`src/hdl/fwrr_pkg.sv`:
```
package fwrr_pkg;

    // Command codes
    typedef enum logic [1:0] {
        CMD_APPEND       = 2'd0,
        CMD_REMOVE_FRONT = 2'd1,
        CMD_REMOVE_REAR  = 2'd2,
        CMD_CLEAR        = 2'd3
    } cmd_t;

    // Status codes
    typedef enum logic [1:0] {
        ST_DONE  = 2'd0,
        ST_EMPTY = 2'd1,
        ST_FULL  = 2'd2
    } status_t;

    localparam int unsigned WORD_W   = 32;
    localparam int unsigned LENGTH_W = 5;

    // Command word
    typedef struct packed {
        cmd_t                     cmd;
        logic signed [WORD_W-1:0] value;
    } in_word_t;

    // Result word
    typedef struct packed {
        logic signed [WORD_W-1:0]   removed_value;
        status_t                    status;
        logic        [LENGTH_W-1:0] length;
        logic signed [WORD_W-1:0]   front_value;
        logic signed [WORD_W-1:0]   rear_value;
    } out_word_t;

    // Per-step moves broadcast to every cell, already qualified
    typedef struct packed {
        logic push;
        logic pop_front;
        logic pop_rear;
        logic clear;
    } cell_ctl_t;

endpackage

```
`src/hdl/fwrr_cell.sv`:
```
// One slot of the queue. The front chain packs entries from cell 0 (oldest
// first); the rear chain packs them from cell 0 (newest first). Both hold the
// same contents, so either end of the queue is always at cell 0.
module fwrr_cell #(
    parameter int unsigned DATA_WIDTH = 32
) (
    input  logic                    clk,
    input  logic                    rst_n,
    input  fwrr_pkg::cell_ctl_t     ctl,
    input  logic [DATA_WIDTH-1:0]   push_data,
    input  logic [DATA_WIDTH-1:0]   front_upper,
    input  logic [DATA_WIDTH-1:0]   rear_lower,
    input  logic [DATA_WIDTH-1:0]   rear_upper,
    input  logic                    occ_lower,
    input  logic                    occ_upper,
    output logic [DATA_WIDTH-1:0]   front_q,
    output logic [DATA_WIDTH-1:0]   rear_q,
    output logic                    occ_q
);

    logic [DATA_WIDTH-1:0] front_reg;
    logic [DATA_WIDTH-1:0] front_next;
    logic [DATA_WIDTH-1:0] rear_reg;
    logic [DATA_WIDTH-1:0] rear_next;
    logic                  occ_reg;
    logic                  occ_next;

    // Front chain: fill the first free slot, shift down on front removal
    always_comb
    begin
        front_next = front_reg;
        if (ctl.push && !occ_reg && occ_lower)
        begin
            front_next = push_data;
        end
        else if (ctl.pop_front)
        begin
            front_next = front_upper;
        end
    end

    // Rear chain: shift up on append, shift down on rear removal
    always_comb
    begin
        rear_next = rear_reg;
        if (ctl.push)
        begin
            rear_next = rear_lower;
        end
        else if (ctl.pop_rear)
        begin
            rear_next = rear_upper;
        end
    end

    // Occupancy thermometer
    always_comb
    begin
        occ_next = occ_reg;
        if (ctl.clear)
        begin
            occ_next = 1'b0;
        end
        else if (ctl.push)
        begin
            occ_next = occ_lower;
        end
        else if (ctl.pop_front || ctl.pop_rear)
        begin
            occ_next = occ_upper;
        end
    end

    always_ff @(posedge clk or negedge rst_n)
    begin
        if (!rst_n)
        begin
            occ_reg <= 1'b0;
        end
        else
        begin
            occ_reg <= occ_next;
        end
    end

    // Data needs no reset
    always_ff @(posedge clk)
    begin
        front_reg <= front_next;
        rear_reg  <= rear_next;
    end

    assign front_q = front_reg;
    assign rear_q  = rear_reg;
    assign occ_q   = occ_reg;

endmodule

```
`src/hdl/fifo_with_rear_removal.sv`:
```
// Bounded queue of DEPTH signed words with append at the rear, removal from
// either end, and clear. One command word is taken per cycle and each gives one
// result word showing the removed word, a status, and the length and both end
// words after the command; the result appears the cycle after the command is
// taken and is held until taken. A command is refused only while a result still
// waits, so with the output ready the block runs at one command every cycle.
// Storage is a row of DEPTH identical cells holding two mirrored chains, so
// the front and rear words are always read at cell 0 and no wide selection is
// needed. Words are stored in DATA_WIDTH bits and read back sign-extended.
module fifo_with_rear_removal #(
    parameter int unsigned DEPTH      = 16,
    parameter int unsigned DATA_WIDTH = 32
) (
    input  logic                clk,
    input  logic                rst_n,
    input  logic                in_valid,
    output logic                in_ready,
    input  fwrr_pkg::in_word_t  in_data,
    output logic                out_valid,
    input  logic                out_ready,
    output fwrr_pkg::out_word_t out_data
);

    localparam int unsigned COUNT_W = $clog2(DEPTH + 1);

    logic                       in_accept;
    logic                       full;
    logic                       empty;
    fwrr_pkg::cell_ctl_t        ctl;
    logic [DATA_WIDTH-1:0]      push_data;
    logic [DATA_WIDTH-1:0]      front_q [DEPTH];
    logic [DATA_WIDTH-1:0]      rear_q  [DEPTH];
    logic [DEPTH-1:0]           occ;
    logic [DATA_WIDTH-1:0]      front_link [DEPTH];
    logic [DATA_WIDTH-1:0]      rear_link  [DEPTH+2];
    logic [DEPTH+1:0]           occ_link;

    logic [COUNT_W-1:0]         count_reg;
    logic [COUNT_W-1:0]         count_next;
    logic                       out_valid_reg;
    logic                       out_valid_next;
    logic [fwrr_pkg::WORD_W-1:0] removed_reg;
    logic [fwrr_pkg::WORD_W-1:0] removed_next;
    fwrr_pkg::status_t          status_reg;
    fwrr_pkg::status_t          status_next;

    // Handshake: a new word only when the result slot is free or emptying
    assign in_ready  = !out_valid_reg || out_ready;
    assign in_accept = in_valid && in_ready;

    assign full      = occ[DEPTH-1];
    assign empty     = !occ[0];
    assign push_data = DATA_WIDTH'($unsigned(in_data.value));

    // Qualified moves
    always_comb
    begin
        ctl = '0;
        if (in_accept)
        begin
            case (in_data.cmd)
                fwrr_pkg::CMD_APPEND:       ctl.push      = !full;
                fwrr_pkg::CMD_REMOVE_FRONT: ctl.pop_front = !empty;
                fwrr_pkg::CMD_REMOVE_REAR:  ctl.pop_rear  = !empty;
                fwrr_pkg::CMD_CLEAR:        ctl.clear     = 1'b1;
                default:                    ctl           = '0;
            endcase
        end
    end

    // Neighbour links, with fixed values past either end of the row;
    // front_link[i] is the front word just above cell i
    assign front_link[DEPTH-1] = '0;
    assign rear_link[0]        = push_data;
    assign rear_link[DEPTH+1]  = '0;
    assign occ_link[0]         = 1'b1;
    assign occ_link[DEPTH+1]   = 1'b0;

    for (genvar i = 0; i < DEPTH; i++)
    begin : g_cell
        if (i + 1 < DEPTH)
        begin : g_front
            assign front_link[i] = front_q[i+1];
        end
        assign rear_link[i+1] = rear_q[i];
        assign occ_link[i+1]  = occ[i];

        fwrr_cell #(
            .DATA_WIDTH (DATA_WIDTH)
        ) u_cell (
            .clk         (clk),
            .rst_n       (rst_n),
            .ctl         (ctl),
            .push_data   (push_data),
            .front_upper (front_link[i]),
            .rear_lower  (rear_link[i]),
            .rear_upper  (rear_link[i+2]),
            .occ_lower   (occ_link[i]),
            .occ_upper   (occ_link[i+2]),
            .front_q     (front_q[i]),
            .rear_q      (rear_q[i]),
            .occ_q       (occ[i])
        );
    end

    // Length, removed word, status and result valid
    always_comb
    begin
        count_next     = count_reg;
        removed_next   = removed_reg;
        status_next    = status_reg;
        out_valid_next = out_valid_reg;
        if (out_valid_reg && out_ready)
        begin
            out_valid_next = 1'b0;
        end
        if (in_accept)
        begin
            out_valid_next = 1'b1;
            removed_next   = '0;
            status_next    = fwrr_pkg::ST_DONE;
            case (in_data.cmd)
                fwrr_pkg::CMD_APPEND:
                begin
                    if (full)
                    begin
                        status_next = fwrr_pkg::ST_FULL;
                    end
                    else
                    begin
                        count_next = count_reg + COUNT_W'(1);
                    end
                end
                fwrr_pkg::CMD_REMOVE_FRONT:
                begin
                    if (empty)
                    begin
                        status_next = fwrr_pkg::ST_EMPTY;
                    end
                    else
                    begin
                        removed_next = fwrr_pkg::WORD_W'($signed(front_q[0]));
                        count_next   = count_reg - COUNT_W'(1);
                    end
                end
                fwrr_pkg::CMD_REMOVE_REAR:
                begin
                    if (empty)
                    begin
                        status_next = fwrr_pkg::ST_EMPTY;
                    end
                    else
                    begin
                        removed_next = fwrr_pkg::WORD_W'($signed(rear_q[0]));
                        count_next   = count_reg - COUNT_W'(1);
                    end
                end
                fwrr_pkg::CMD_CLEAR:
                begin
                    count_next = '0;
                end
                default:
                begin
                    count_next = count_reg;
                end
            endcase
        end
    end

    always_ff @(posedge clk or negedge rst_n)
    begin
        if (!rst_n)
        begin
            count_reg     <= '0;
            out_valid_reg <= 1'b0;
            status_reg    <= fwrr_pkg::ST_DONE;
        end
        else
        begin
            count_reg     <= count_next;
            out_valid_reg <= out_valid_next;
            status_reg    <= status_next;
        end
    end

    always_ff @(posedge clk)
    begin
        removed_reg <= removed_next;
    end

    // Result word: end words come straight from cell 0 of each chain
    assign out_valid              = out_valid_reg;
    assign out_data.removed_value = removed_reg;
    assign out_data.status        = status_reg;
    assign out_data.length        = fwrr_pkg::LENGTH_W'(count_reg);
    assign out_data.front_value   = empty ? '0 : fwrr_pkg::WORD_W'($signed(front_q[0]));
    assign out_data.rear_value    = empty ? '0 : fwrr_pkg::WORD_W'($signed(rear_q[0]));

`ifndef SYNTHESIS
    // Occupancy thermometer agrees with the length
    a_occ_count: assert property (@(posedge clk) disable iff (!rst_n)
        $countones(occ) == 32'(count_reg))
        else $error("occupancy does not match length");

    // Occupancy is packed from cell 0
    a_occ_packed: assert property (@(posedge clk) disable iff (!rst_n)
        ((occ + DEPTH'(1)) & occ) == '0)
        else $error("occupancy not contiguous");

    // Append to a queue with room grows it by one
    a_append_grows: assert property (@(posedge clk) disable iff (!rst_n)
        in_accept && in_data.cmd == fwrr_pkg::CMD_APPEND && !full
        |=> count_reg == $past(count_reg) + COUNT_W'(1))
        else $error("append did not grow queue");

    // Removal from an empty queue reports empty
    a_empty_status: assert property (@(posedge clk) disable iff (!rst_n)
        in_accept && empty
        && (in_data.cmd == fwrr_pkg::CMD_REMOVE_FRONT
            || in_data.cmd == fwrr_pkg::CMD_REMOVE_REAR)
        |=> status_reg == fwrr_pkg::ST_EMPTY && removed_reg == '0)
        else $error("empty removal not reported");
`endif

endmodule

```
`config.mk`:
```
export PLATFORM = sky130hd
export DESIGN_NAME = fifo_with_rear_removal
export DESIGN_NICKNAME = d
export VERILOG_FILES = /design/src/hdl/fwrr_pkg.sv /design/src/hdl/fwrr_cell.sv /design/src/hdl/fifo_with_rear_removal.sv
export SDC_FILE = /design/constraint.sdc
export NUM_CORES = 2
export LEC_CHECK = 0
export BUFFER_PORTS_ARGS = -buffer_cell sky130_fd_sc_hd__buf_2
export CORE_ASPECT_RATIO = 0.6
export CORE_MARGIN = 10
export CORE_UTILIZATION = 35
export CTS_CLUSTER_SIZE = 28
export DETAILED_ROUTE_END_ITERATION = 8
export GPL_ROUTABILITY_DRIVEN = 0
export GPL_TIMING_DRIVEN = 0
export PLACE_DENSITY = 0.62
export SLEW_MARGIN = 20
export SYNTH_ARGS = -nofsm -noshare
export SYNTH_HDL_FRONTEND = slang
export SYNTH_SLANG_ARGS = --single-unit
```
`constraint.sdc`:
```
create_clock -name clk -period 8.7 [get_ports clk]
set_clock_uncertainty 0.1 [all_clocks]
set_input_delay 1.74 -clock clk [delete_from_list [all_inputs] [get_ports clk]]
set_output_delay 1.74 -clock clk [all_outputs]
set_load 0.05 [all_outputs]
```
# --- After elaboration in Yosys (flattened, before gate mapping) ---
# Index checks and enable logic that the tools add are counted.
classes:
  n_addsub: 2
  multipliers: 0
  div: 0
  n_lt_le_gt_ge: 0
  n_eq_ne: 5
  shifts: 0
  n_mux: 128
  bitwise_logic: 0
  reduce_logical: 74
op_table:
  columns: ["cell", "n"]
  rows:
  - ["two-way mux 32 bit", 66]
  - ["one-hot mux 32 bit (2 select lines)", 1]
  - ["two-way mux 1 bit", 55]
  - ["nonzero test 2 bit", 18]
  - ["logical AND 1 bit", 33]
  - ["logical NOT 1 bit", 17]
  - ["one-hot mux 5 bit (3 select lines)", 1]
  - ["two-way mux 5 bit", 2]
  - ["adder 5 x 1 -> 5 bit (second input constant)", 1]
  - ["subtractor 5 x 1 -> 5 bit (second input constant)", 1]
  - ["equality test 2 bit (second input constant)", 2]
  - ["two-way mux 4 bit", 1]
  - ["one-hot mux 2 bit (2 select lines)", 1]
  - ["AND reduction 3 bit", 1]
  - ["nonzero test 3 bit", 1]
  - ["equality test 2 x 1 -> 1 bit (second input constant)", 1]
  - ["logical NOT 2 bit", 1]
  - ["logical OR 1 bit", 2]
  - ["two-way mux 2 bit", 1]
  - ["inequality test 2 x 1 -> 1 bit (second input constant)", 1]
  - ["inequality test 2 bit (second input constant)", 1]
  - ["OR reduction 2 bit", 1]
word_totals:
  reg_bits: 1080
  latchBits: 0
  mem_bits_rw: 0
  rom_bits: 0
  output_inout_bits: 105
  memories: 0

# --- Depth between registers and ports, before layout ---
depth:
  word_depth: 8
  ltp_mapped: 11
  ltp_nobuf: 7

# --- By module ---
# A second synthesis with hierarchy kept.
unflattened:
  hier_cells: 2549
  area_unflattened_um2: 48743.0
modules_own_cells:
  columns: ["mod", "n_inst", "cells_per_inst", "area_per_inst_um2", "seq_area_each_um2"]
  rows:
  - ["fwrr_cell", 16, 143, 2895.3, 1946.9]
  - ["fifo_with_rear_removal", 1, 261, 2418.6, 1161.1]

# --- Worst setup path before layout ---
# Ideal clock, no wire load.
synth_path:
  kind: "input port to flip-flop"
  start: "input port out_ready"
  end: "register g_cell[0].u_cell.rear_reg[0] (enable)"
  setup_time_ns: 0.699
  t_arrival_ns: 9.625
  required_time_ns: 7.901
  setup_slack_ns: -1.723
  cell_stages: 5
  n_path_buf: 1
  cell_sequence: "nand2b_1 > buf_4 > nand2_1 > inv_1 > a31o_2"
synth_via:
  elab_chain_len: 4
synth_lines:
  columns: ["item", "line_no", "rtl"]
  rows:
  - ["start: declaration", "fifo_with_rear_removal.sv:20", "input logic out_ready,"]
  - ["logical OR 1 bit", "fifo_with_rear_removal.sv:48", "assign in_ready = !out_valid_reg || out_ready;"]
  - ["via in_ready", "fifo_with_rear_removal.sv:17", "output logic in_ready,"]
  - ["logical AND 1 bit", "fifo_with_rear_removal.sv:49", "assign in_accept = in_valid && in_ready;"]
  - ["via in_accept", "fifo_with_rear_removal.sv:26", "logic in_accept;"]
  - ["two-way mux 4 bit", "fifo_with_rear_removal.sv:59", "if (in_accept)"]
  - ["nonzero test 2 bit (no source line)", null, null]
  - ["end signal: assignment", "fwrr_cell.sv:90", "rear_reg <= rear_next;"]
  - ["end: declaration", "fwrr_cell.sv:23", "logic [DATA_WIDTH-1:0] rear_reg;"]
# The timed path passes the listed nets, and every way through them passes these cells.
# A chain may end at the register's enable or synchronous reset.

==> metrics.md <==
| Metric | Value |
|---|---|
| Status | `complete, no violations` |
| Worst reg2reg path startpoint | `out_valid` |
| Setup CP Type | `reg -> out` |
| Cts bufs inserted | `97` |
| R2R Path End | `g_cell[1].u_cell.rear_q[17]` |
| # rows | `about 100` |
| Largest family of logic cells by synthesized area | `simple AND/OR/NAND/NOR gates` |
| Resized Gates After CTS | `0` |
| Max Freq | `between 150 and 200 MHz` |
| Synth top area share | `between 60% and 70%` |
| Gr usage total | `between 10% and 20%` |
| Initial DRC Count | `3478` |
| Largest net degree at the start of global routing | `56` |
| Remaining global-route overflow | `0` |
| Yosys warnings | `0` |
| Seq/Total Area, Yosys | `between 60% and 70%` |
| Synth Net Count | `3595` |
| Post-synthesis compound-gate area fraction | `less than 1%` |
| Post-synth EDFFs | `1056` |
| Post-synthesis mux area share | `11.9%` |
| Die W | `about 490 µm` |
| CP startpoint kind | `register` |
| Hold_sp | `status_reg[1]` |
| Worst Hold Path EP | `status_reg[1]` |
| Hold Worst Slack | `0.391 ns` |
| Number of global-route vias before repair | `around 27000` |
| Wire length per cell | `between 20 and 25 µm` |
| Post-synthesis cell count | `3549` |
| Maximum vdd ir drop | `144 µV` |
| Die H | `around 300 µm` |
| Leak Pwr | `~0.02 µW` |
| Worst Slack Setup Final | `3.29 ns` |
| Cell taking the most area after synthesis | `edfxtp_1` |
| Clock-pin slew on the worst setup and hold paths | `~0.07 ns` |
| Initial Utilization | `a little over a third` |
| Non-filler instance count after layout | `roughly 5700` |
| Layout cell share with drive strength beyond 1 | `between 20% and 30%` |
| Worst Reg-to-Reg Cells | `12` |
| Total wire length | `122 mm` |
| Post-Syn Area | `about 47000 µm²` |
| Clock Tree Buf Depth | `3` |
| #FFs+latches synth | `1080` |
| Post-Synth XOR/XNOR Area | `0.0377%` |
| Pre-CTS WS | `between 2 and 3 ns` |
| Critical Path RT | `6.86 ns` |
| DP Area | `between 50000 and 60000 µm²` |
| PwrDens | `201 nW/µm²` |
| Least-Margin Pin Slew | `~1.2 ns` |
| Endpoints failing hold | `0` |
| Clk sink count | `between 1000 and 1500` |
| Root Driver | `clkbuf_16` |
| Core ar. | `around 130000 µm²` |
| CTS tree | `done` |
| Worst Path Arrival | `~3.6 ns` |
| Htree depth | `3` |
| Crit end category | `primary output` |
| Primary FF master, synth | `edfxtp_1` |
| Layout Utilization | `between 40% and 50%` |
| Final Critical Period | `about 5.4 ns` |
| Die area | `~150000 µm²` |
| First-pass GRT wire length | `180 mm` |
| NumNets Final | `between 3000 and 4000` |
| Vias per std cell | `approximately 5.1` |
| Synth Area in Simple Gates | `14.6%` |
| Max-cap viol count | `0` |
| Buffers added on ports | `around 140` |
| Final-report setup violation count | `0` |
| DP Cell Count | `~5500` |
| Post-route ant nets | `0` |
| Hold crit path type | `reg -> reg` |
| Initial antenna violation count | `4` |
| Synth unique cells | `40` |
| Post-synthesis adder-cell area fraction | `less than 1%` |
| HPWL after DPL | `between 80 and 90 mm` |
| RSZ-0062 raised after global routing | `no` |
| CP max FO | `10` |
| Max-slew violation count | `0` |
| Number of hold buffers added after cts | `0` |
| DRC Markers | `0` |
| Hold path cells | `2` |
| Via count | `between 20000 and 30000` |
| DRT Pass-1 Iters | `6` |
| Boundary pin count | `roughly 140` |
| Flop-to-flop setup slack | `approximately 4.4 ns` |
| Slew Limit Headroom | `roughly 23%` |
| Clk Latency, worst-skew pair | `roughly 0.72 ns` |
| Area delta synth->final | `14.4%` |
| Fin crit share | `just over 60%` |
| Post-CTS setup buffer count | `0` |
| Synth area leaders | `edfxtp_1, nand2_1, mux2_2` |
| Async set or reset register ratio after synthesis | `between 2 and 2.5%` |
| Design Area, Final | `roughly 53000 µm²` |
| Mean cell area of the mapped netlist | `13.1 µm²` |
[power by group]
group,internal (µW),switching [µW],total [µW]
sequential,5770,53.2,5820
clock,2280,2020,4300
combinational,149,418,567
[Yosys cell counts, drive strengths merged (7+ instances only)]
cell type and number:
nand3b 13, edfxtp 1056, and3 34, clkbuf 113, buf 111, o21ai 17
dfrtp 24, nor2 35, mux2i 13, mux2 480, a22oi 32, nand2 1480
ha 7, and2 96
[metrics by stage]
step           total power (µW)  TNS [ns]
2_1_floorplan              6280         0
3_3_place_gp               6490   -648.40
3_5_place_dp               6500         0
4_1_cts                   10800         0
5_1_grt                   11000         0
6_report                  10700         0
[final cells by class]
cell class,instances,area (µm²)
diodes,5,12.5
plain buffers,224,1280
clock buffers,124,2600
clock inverters,56,488
fillers,12500,78500
inverters,4,15.0
multi-input cells,2241,12900
flip-flops and latches,1080,32300
well taps,1785,2230
repair buffers,169,1310
[cells in the final DEF, fill, tap and decap left out, types with 4 or more instances in the layout]
| master | count |
|---|---|
| clkinv_2 | 28 |
| clkbuf_8 | 7 |
| and3_1 | 34 |
| a22oi_1 | 32 |
| clkinv_1 | 13 |
| o31ai_1 | 4 |
| nand2b_1 | 5 |
| buf_12 | 19 |
| nand2_2 | 14 |
| buf_6 | 26 |
| and2_1 | 96 |
| edfxtp_1 | 1056 |
| bufinv_16 | 5 |
| nand3b_1 | 5 |
| nand3b_4 | 8 |
| mux2i_1 | 13 |
| nor2_1 | 35 |
| a21oi_1 | 4 |
| ha_1 | 7 |
| buf_16 | 8 |
| mux2_2 | 464 |
| o21ai_0 | 17 |
| buf_2 | 169 |
| mux2_1 | 16 |
| nand2_1 | 1465 |
| clkbuf_1 | 132 |
| clkbuf_16 | 97 |
| buf_4 | 56 |
| dfrtp_1 | 24 |
| diode_2 | 5 |
[routing by layer]
| layer | track usage (%) | part of all wire (%) | routed length (µm) |
|---|---|---|---|
| met4 | 2.87 | 1.4 | 1660 |
| met1 | 26.6 | 51 | 62600 |
| met5 | 0 | 0 | 0 |
| met3 | 5.98 | 12 | 14800 |
| met2 | 19.1 | 35 | 43400 |
[worst max-delay path, stage by stage (launching register included)]
cell and delay (ns):
dfrtp_1 0.31, buf_2 0.26, clkbuf_1 0.78, clkbuf_1 0.79, and2_1 0.38, buf_2 0.32
[how the worst max path moves through the flow]
| stage | startpoint | endpoint | cells after the start |
|---|---|---|---|
| after detailed placement | in_data[32] | g_cell[5].u_cell.rear_q[17] | 14 |
| final | g_cell[0].u_cell.occ_q | out_data[33] | 5 |
| after CTS | g_cell[0].u_cell.occ_q | out_data[22] | 5 |
| after floorplan | out_ready | g_cell[0].u_cell.rear_q[0] | 5 |
| after global routing | g_cell[0].u_cell.occ_q | out_data[32] | 5 |
| after global placement | out_ready | g_cell[1].u_cell.rear_q[17] | 6 |
[cells by family after synthesis]
kind of cell | count (synthesis)
and+or+nand+nor | 1675
AOI/OAI and AO/OA | 63
adders and majority gates | 8
buffers and inverters | 228
xor gates and xnor gates | 2
DFF | 1080
muxes | 493
Note: power is estimated with default switching activity, not from simulation.
